`config.mk`:
```
export PLATFORM = sky130hd
export DESIGN_NAME = rtp_jpeg_packetizer_top
export DESIGN_NICKNAME = d
export VERILOG_FILES = /design/src/rtpj_pkg.sv /design/src/rtp_jpeg_packetizer_top.sv
export VERILOG_INCLUDE_DIRS = /design/src /design/src/src
export SDC_FILE = /design/constraint.sdc
export NUM_CORES = 1
export LEC_CHECK = 0
export BUFFER_PORTS_ARGS = -buffer_cell sky130_fd_sc_hd__clkbuf_2
export CAP_MARGIN = 25
export CELL_PAD_IN_SITES_DETAIL_PLACEMENT = 1
export CELL_PAD_IN_SITES_GLOBAL_PLACEMENT = 2
export CORE_MARGIN = 3
export CORE_UTILIZATION = 40
export DETAILED_ROUTE_END_ITERATION = 10
export GPL_ROUTABILITY_DRIVEN = 0
export GPL_TIMING_DRIVEN = 0
export PLACE_DENSITY = 0.87
export REMOVE_ABC_BUFFERS = 1
export SETUP_SLACK_MARGIN = 0.3
export SYNTH_ARGS = -nofsm -noshare
export SYNTH_HDL_FRONTEND = slang
export SYNTH_SLANG_ARGS = --single-unit
```
`constraint.sdc`:
```
create_clock -name clk -period 3.2 [get_ports clk]
set_input_delay 0.64 -clock clk [delete_from_list [all_inputs] [get_ports clk]]
set_output_delay 0.64 -clock clk [all_outputs]
set_load 0.03 [all_outputs]
```
`src/assert_macros.svh`:
```
// assertion helpers, compiled out for synthesis
`ifndef ASSERT_MACROS_SVH
`define ASSERT_MACROS_SVH
`ifndef SYNTHESIS
// property that must hold at every clock edge outside reset
`define ASSERT_CLK(label, prop, msg) \
	label: assert property (@(posedge clk) disable iff (!arst_n) (prop)) else $error(msg);
// antecedent in one cycle implies consequent in the next
`define ASSERT_NEXT(label, ante, cons, msg) \
	label: assert property (@(posedge clk) disable iff (!arst_n) (ante) |=> (cons)) \
		else $error(msg);
`else
`define ASSERT_CLK(label, prop, msg)
`define ASSERT_NEXT(label, ante, cons, msg)
`endif
`endif

```
`src/rtpj_pkg.sv`:
```
`timescale 1ns / 1ps
`default_nettype none
package rtpj_pkg;

	// sizing of the downstream packet buffer, bounds the declared length
	localparam int PACKET_BUFFER_BYTES = 2048;
	localparam int MAX_PAYLOAD_LEN     = PACKET_BUFFER_BYTES - 24;
	localparam int LEN_W               = 11;
	localparam int HDR_IDX_W           = 5;

	// header lengths with and without the interleaved prefix
	localparam logic [HDR_IDX_W-1:0] HDR_LEN_PLAIN = 5'd20;
	localparam logic [HDR_IDX_W-1:0] HDR_LEN_ILV   = 5'd24;
	localparam logic [HDR_IDX_W-1:0] PREFIX_LEN    = 5'd4;
	localparam logic [16:0]          ILV_LEN_ADD   = 17'd20;

	// register indexes
	localparam logic [2:0] REG_INTERLEAVED = 3'd0;
	localparam logic [2:0] REG_TS_STEP     = 3'd1;
	localparam logic [2:0] REG_SSRC        = 3'd2;
	localparam logic [2:0] REG_QUALITY     = 3'd3;
	localparam logic [2:0] REG_C0_WIDTH    = 3'd4;
	localparam logic [2:0] REG_C0_HEIGHT   = 3'd5;
	localparam logic [2:0] REG_C1_WIDTH    = 3'd6;
	localparam logic [2:0] REG_C1_HEIGHT   = 3'd7;

	// register reset values
	localparam logic [31:0] RST_TS_STEP   = 32'd3600;
	localparam logic [31:0] RST_SSRC      = 32'h13f9_7e67;
	localparam logic [7:0]  RST_QUALITY   = 8'h5e;
	localparam logic [7:0]  RST_C0_WIDTH  = 8'h06;
	localparam logic [7:0]  RST_C0_HEIGHT = 8'h04;
	localparam logic [7:0]  RST_C1_WIDTH  = 8'h08;
	localparam logic [7:0]  RST_C1_HEIGHT = 8'h06;

	// fixed header bytes
	localparam logic [7:0] ILV_MAGIC   = 8'h24;
	localparam logic [7:0] ILV_CHANNEL = 8'h00;
	localparam logic [7:0] RTP_VER     = 8'h80;
	localparam logic [7:0] RTP_MK_PT   = 8'h9a;
	localparam logic [7:0] JPEG_ZERO   = 8'h00;
	localparam logic [7:0] JPEG_TYPE   = 8'h01;

	typedef struct packed {
		logic [7:0]       data;
		logic             sop;
		logic             eop;
		logic [LEN_W-1:0] len;
		logic             chn;
	} item_t;

endpackage
`default_nettype wire

```
`src/rtp_jpeg_packetizer_top.sv`:
```
`timescale 1ns / 1ps
`default_nettype none
// an accepted byte is held in the input stage, then loaded into the output register; a
// packet-start byte first sends 20 header bytes (24 interleaved), one per unstalled cycle
// throughput: one output byte per cycle unless stalled, set by the single output register
// input stalls at each packet start while the header goes out
// reset: asynchronous, clears the counters, restores register defaults, empties stages
`include "assert_macros.svh"

module rtp_jpeg_packetizer_top (
	input  wire logic        clk,
	input  wire logic        arst_n,
	// configuration write port
	input  wire logic        cfg_we,
	input  wire logic [2:0]  cfg_index,
	input  wire logic [31:0] cfg_data,
	// input byte stream
	input  wire logic        in_valid,
	output logic             in_stall,
	input  wire logic [7:0]  payload_byte,
	input  wire logic        start_of_packet,
	input  wire logic        end_of_packet,
	input  wire logic [rtpj_pkg::LEN_W-1:0] payload_length,
	input  wire logic        channel_select,
	// framed output stream
	output logic             out_valid,
	input  wire logic        out_stall,
	output logic [7:0]       out_byte,
	output logic             packet_end
);

	// configuration registers
	logic        interleaved_q;
	logic [31:0] ts_step_q;
	logic [31:0] ssrc_q;
	logic [7:0]  quality_q;
	logic [7:0]  c0_width_q;
	logic [7:0]  c0_height_q;
	logic [7:0]  c1_width_q;
	logic [7:0]  c1_height_q;

	// packet counters
	logic [15:0] seq_q;
	logic [31:0] ts_q;

	// input stage: held item and header byte counter
	rtpj_pkg::item_t item_s1;
	logic            valid_s1;
	logic [rtpj_pkg::HDR_IDX_W-1:0] hdr_idx_q;

	// output register
	logic       out_valid_q;
	logic [7:0] out_byte_q;
	logic       out_end_q;

	logic                           out_load;
	logic                           emit;
	logic                           hdr_pending;
	logic                           item_done;
	logic                           in_accept;
	logic [rtpj_pkg::HDR_IDX_W-1:0] hdr_len;
	logic [rtpj_pkg::HDR_IDX_W-1:0] hdr_pos;
	logic [rtpj_pkg::LEN_W-1:0]     len_sat;
	logic [16:0]                    total_len;
	logic [7:0]                     hdr_byte;
	logic [7:0]                     width_sel;
	logic [7:0]                     height_sel;

	// register writes
	always_ff @(posedge clk or negedge arst_n) begin
		if (!arst_n) begin
			interleaved_q <= 1'b0;
			ts_step_q     <= rtpj_pkg::RST_TS_STEP;
			ssrc_q        <= rtpj_pkg::RST_SSRC;
			quality_q     <= rtpj_pkg::RST_QUALITY;
			c0_width_q    <= rtpj_pkg::RST_C0_WIDTH;
			c0_height_q   <= rtpj_pkg::RST_C0_HEIGHT;
			c1_width_q    <= rtpj_pkg::RST_C1_WIDTH;
			c1_height_q   <= rtpj_pkg::RST_C1_HEIGHT;
		end else if (cfg_we) begin
			unique case (cfg_index)
				rtpj_pkg::REG_INTERLEAVED: interleaved_q <= cfg_data[0];
				rtpj_pkg::REG_TS_STEP:     ts_step_q     <= cfg_data;
				rtpj_pkg::REG_SSRC:        ssrc_q        <= cfg_data;
				rtpj_pkg::REG_QUALITY:     quality_q     <= cfg_data[7:0];
				rtpj_pkg::REG_C0_WIDTH:    c0_width_q    <= cfg_data[7:0];
				rtpj_pkg::REG_C0_HEIGHT:   c0_height_q   <= cfg_data[7:0];
				rtpj_pkg::REG_C1_WIDTH:    c1_width_q    <= cfg_data[7:0];
				rtpj_pkg::REG_C1_HEIGHT:   c1_height_q   <= cfg_data[7:0];
				default: ;
			endcase
		end
	end

	// handshake: the output register loads when empty or being drained
	assign hdr_len     = interleaved_q ? rtpj_pkg::HDR_LEN_ILV : rtpj_pkg::HDR_LEN_PLAIN;
	assign hdr_pending = valid_s1 && item_s1.sop && (hdr_idx_q < hdr_len);
	assign out_load    = !out_valid_q || !out_stall;
	assign emit        = valid_s1 && out_load;
	assign item_done   = emit && !hdr_pending;
	assign in_stall    = valid_s1 && !item_done;
	assign in_accept   = in_valid && !in_stall;

	// header byte selection; plain packets skip the four prefix positions
	assign hdr_pos    = interleaved_q ? hdr_idx_q : hdr_idx_q + rtpj_pkg::PREFIX_LEN;
	assign len_sat    = (17'(item_s1.len) > 17'(rtpj_pkg::MAX_PAYLOAD_LEN))
		? rtpj_pkg::LEN_W'(rtpj_pkg::MAX_PAYLOAD_LEN) : item_s1.len;
	assign total_len  = 17'(len_sat) + rtpj_pkg::ILV_LEN_ADD;
	assign width_sel  = item_s1.chn ? c1_width_q : c0_width_q;
	assign height_sel = item_s1.chn ? c1_height_q : c0_height_q;

	always_comb begin
		case (hdr_pos)
			// interleaved prefix
			5'd0:  hdr_byte = rtpj_pkg::ILV_MAGIC;
			5'd1:  hdr_byte = rtpj_pkg::ILV_CHANNEL;
			5'd2:  hdr_byte = total_len[15:8];
			5'd3:  hdr_byte = total_len[7:0];
			// rtp header
			5'd4:  hdr_byte = rtpj_pkg::RTP_VER;
			5'd5:  hdr_byte = rtpj_pkg::RTP_MK_PT;
			5'd6:  hdr_byte = seq_q[15:8];
			5'd7:  hdr_byte = seq_q[7:0];
			5'd8:  hdr_byte = ts_q[31:24];
			5'd9:  hdr_byte = ts_q[23:16];
			5'd10: hdr_byte = ts_q[15:8];
			5'd11: hdr_byte = ts_q[7:0];
			5'd12: hdr_byte = ssrc_q[31:24];
			5'd13: hdr_byte = ssrc_q[23:16];
			5'd14: hdr_byte = ssrc_q[15:8];
			5'd15: hdr_byte = ssrc_q[7:0];
			// jpeg header: zero type-specific and fragment offset, then type, quality, width and height
			5'd16: hdr_byte = rtpj_pkg::JPEG_ZERO;
			5'd17: hdr_byte = rtpj_pkg::JPEG_ZERO;
			5'd18: hdr_byte = rtpj_pkg::JPEG_ZERO;
			5'd19: hdr_byte = rtpj_pkg::JPEG_ZERO;
			5'd20: hdr_byte = rtpj_pkg::JPEG_TYPE;
			5'd21: hdr_byte = quality_q;
			5'd22: hdr_byte = width_sel;
			5'd23: hdr_byte = height_sel;
			default: hdr_byte = rtpj_pkg::JPEG_ZERO;
		endcase
	end

	// input stage control
	always_ff @(posedge clk or negedge arst_n) begin
		if (!arst_n) begin
			valid_s1  <= 1'b0;
			hdr_idx_q <= '0;
		end else begin
			if (in_accept) begin
				valid_s1  <= 1'b1;
				hdr_idx_q <= '0;
			end else begin
				if (item_done) valid_s1 <= 1'b0;
				if (emit && hdr_pending) hdr_idx_q <= hdr_idx_q + 1'b1;
			end
		end
	end

	always_ff @(posedge clk) begin
		if (in_accept) begin
			item_s1.data <= payload_byte;
			item_s1.sop  <= start_of_packet;
			item_s1.eop  <= end_of_packet;
			item_s1.len  <= payload_length;
			item_s1.chn  <= channel_select;
		end
	end

	// counters advance as the last payload byte of a packet goes out
	always_ff @(posedge clk or negedge arst_n) begin
		if (!arst_n) begin
			seq_q <= '0;
			ts_q  <= '0;
		end else if (item_done && item_s1.eop) begin
			seq_q <= seq_q + 16'd1;
			ts_q  <= ts_q + ts_step_q;
		end
	end

	// output register
	always_ff @(posedge clk or negedge arst_n) begin
		if (!arst_n) begin
			out_valid_q <= 1'b0;
		end else if (emit) begin
			out_valid_q <= 1'b1;
		end else if (!out_stall) begin
			out_valid_q <= 1'b0;
		end
	end

	always_ff @(posedge clk) begin
		if (emit) begin
			out_byte_q <= hdr_pending ? hdr_byte : item_s1.data;
			out_end_q  <= !hdr_pending && item_s1.eop;
		end
	end

	assign out_valid  = out_valid_q;
	assign out_byte   = out_byte_q;
	assign packet_end = out_end_q;

	`ASSERT_CLK(a_stall_in_header, !hdr_pending || in_stall, "input taken while header pending")
	`ASSERT_CLK(a_hdr_idx_range, hdr_idx_q <= rtpj_pkg::HDR_LEN_ILV, "header index out of range")
	`ASSERT_NEXT(a_seq_step, item_done && item_s1.eop, seq_q == 16'($past(seq_q) + 16'd1), "sequence did not advance")
	`ASSERT_NEXT(a_hdr_no_end, emit && hdr_pending, out_valid_q && !out_end_q, "header byte flagged as packet end")

endmodule
`default_nettype wire
```
==> impl_metrics.tcl <==
set metrics [dict create \
    place_area_sq_um 10700 \
    finalNetCount 1067 \
    clock_sinks 191 \
    clk_pin_slew_ns 0.07 \
    antenna_left 0 \
    die_w_microns 163 \
    die_area_sq_um 26600 \
    core_area_sq_um 23900 \
    grt_usage_pct 21.7 \
    synthTopCellsByCount "dfrtp_1, mux2_2, nand2_1" \
    leakage_nw 5.02 \
    port_buffers 72 \
    syn_area_per_cell_sq_um 11.4 \
    p_per_area_nw_per_um2 795 \
    worstSetupStartpoint "ts_step_q[9]" \
    vias 7468 \
    grt_max_degree 103 \
    period_minus_slack_ns 2.87 \
    grt_pass1_wl_mm 44.4 \
    synthCells 867 \
    antenna_cells 0 \
    fill_cells 2557 \
    power_mw 9.40 \
    route.detailed.drc 0 \
    yosysMostFrequentCell "dfrtp_1" \
    drtIter0Drc 527 \
    outcome "completed" \
    cts_buffers 17 \
    power_switching_mw 3.51 \
    wire_per_inst_microns 22.7 \
    power.share.combinational_pct 38.0 \
    path_common_cell "a221o_1" \
    r2r-end "ts_q[30]" \
    root_buffer "clkbuf_16" \
    antenna_found_initial 0 \
    crit_slowest_cell "dfstp_2" \
    endpoint_kind "register" \
    worstPathRequired_ns 3.53 \
    cp_max_fo 5 \
    max-cap-violations 0 \
    seqPwrFrac_pct 39.2 \
    cp-start-kind "register" \
    synth_top_cell_by_area "dfrtp_1" \
    finalMaxSlewViolations 0 \
    dp_hpwl_mm 21.2 \
    hold_viol 0 \
    maxSlewHeadroom_pct 38.2 \
    dr.pass1.iters 5 \
    power.share.clock_pct 22.8 \
    start_util_pct 41.4 \
    power.share.switching_pct 37.4 \
    synth_warnings 0 \
    max_stage_delay_ns 0.56 \
    synth_cell_types 68 \
    synth.area.top_cells "dfrtp_1, mux2_2, edfxtp_1" \
    cp_cell_sequence "ha_4, and4_4, a221o_1, a31oi_1, a21boi_4, o211ai_4, a221o_1, a221oi_2, xor2_1, o21ai_1" \
    h-tree-depth 4 \
    synth-seq-area-share_pct 50.4 \
    irDropWorstVdd_v 0.000364 \
    worstSetupPathType "register to register" \
    final_util_pct 49.4 \
    skew_ns 0.00917 \
    wl_mm 29.4 \
    yosysTopAreaCellShare_pct 31.6 \
    area_delta_synth_final_pct 19.5 \
    min_period_over_period_pct 89.8 \
    setup_slack_ns 0.326 \
    reg2regPathDepth 10 \
    grt_pass1_vias 7821 \
    yosys_register_bits 191 \
    die_h_microns 163 \
    final_cell_area_sq_um 11800 \
    fin_cells 1296 \
    placed_cells 1243 \
    syn_area_sq_um 9880 \
    finalSetupViolCount 0 \
    power.internal_mw 5.88 \
    synth-edff-count 31 \
    worst_slew_pin_slew_ns 0.927 \
    synthFlopType "dfrtp_1" \
    core.rowCount 56 \
    fmaxAchievable_mhz 348 \
    cts_tree "yes" \
    cp.arrival_ns 3.20 \
    overflow 0 \
    rrSetupSlack_ns 0.33 \
    clkLatencyLatePin_ns 0.44 \
    holdWs_ns 0.164 \
    ios 73 \
    hp-class "input port to async pin" \
    place_ws_ns -0.378 \
    viasPerCell 5.76 \
    drive_above_1_share_pct 34.9 \
    ys_async_sr_fraction_pct 83.8 \
    setup_tns_ns 0 \
    grt_setup_unrepaired "true" \
    cts_buffer_depth 2 \
    r2r-start "ts_step_q[9]" \
]
==> worst max path at each step <==
stage | slack (ns) | end
5_1_grt | 0.24 | ts_q[30]
4_1_cts | 0.30 | ts_q[30]
6_report | 0.33 | ts_q[30]
3_5_place_dp | -0.38 | out_byte[2]
3_3_place_gp | -2.84 | ts_step_q[10]
2_1_floorplan | -0.59 | ts_step_q[0]
==> metal layers <==
| layer | track usage, % | share of wire [%] | vias up |
|---|---|---|---|
| met4 | 5.00 | 1.7 | 0 |
| li1 | - | - | 3418 |
| met3 | 4.01 | 4.6 | 27 |
| met1 | 29.5 | 45 | 3832 |
| met5 | 0 | 0 | - |
| met2 | 36.4 | 49 | 191 |
==> registers in the layout (all words and copies together), names as in the netlist, 16 cells and up <==
signal / cells
ts_q: 32
item_s1: 22
ts_step_q: 32
ssrc_q: 32
seq_q: 16
==> worst max-delay path: cells and delay by family, from the launching register on <==
| kind | cells | cell delay (ns) |
|---|---|---|
| compound gates | 7 | 1.62 |
| flops | 1 | 0.56 |
| simple gates | 1 | 0.19 |
| xor+xnor | 1 | 0.18 |
| fa+ha+maj | 1 | 0.22 |
==> power by group through the flow <==
stage	Sequential, mW	Combinational, mW	Clock, mW
2_1_floorplan	3.48	2.30	0
3_3_place_gp	3.64	2.98	0
3_5_place_dp	3.67	3.09	0
4_1_cts	3.65	3.31	2.16
5_1_grt	3.74	3.92	2.28
6_report	3.68	3.57	2.15
==> repair_timing <==
item | CTS | global route
resized for setup | 34 | 35
pin swaps | 14 | 13
hold buffers | 0 | 0
endpoints found under the setup margin | 49 | 28
buffers inserted | 13 | 8
==> kinds of logic (layout without fill, tap and decap cells) <==
logic type | count (synthesis) | after routing | synth area share, %
simple gates | 223 | 223 | 10.9
compound gates | 193 | 193 | 13.4
flops | 191 | 191 | 50.4
mux | 120 | 120 | 13.5
xor+xnor | 54 | 54 | 4.79
buf+inv | 45 | 155 | 1.72
fa+ha+maj | 41 | 41 | 5.27
==> cell usage in the layout (no fill, tap or decap), types with 16 or more instances in the layout <==
cell	n
dfrtp_1	122
nand2_1	84
buf_4	21
edfxtp_1	31
a21o_1	16
dfstp_2	35
mux2_2	106
clkbuf_2	71
clkbuf_16	17
nand3_1	24
o21ai_0	37
inv_1	17
xnor2_1	34
a21oi_1	35
nor2_1	30
ha_1	29
xor2_1	19
==> area by class of cell <==
class / instances / area (sq um) / area share (%)
Clock inverter: 13 / 139 / 1.18
Timing Repair Buffer: 106 / 708 / 5.99
Clock buffer: 19 / 433 / 3.66
Inverter: 17 / 63.8 / 0.540
Sequential cell: 191 / 4980 / 42.2
Multi-Input combinational cell: 631 / 5090 / 43.1
Tap cell: 319 / 399 / 3.38
(Power assumes the default switching activity.)
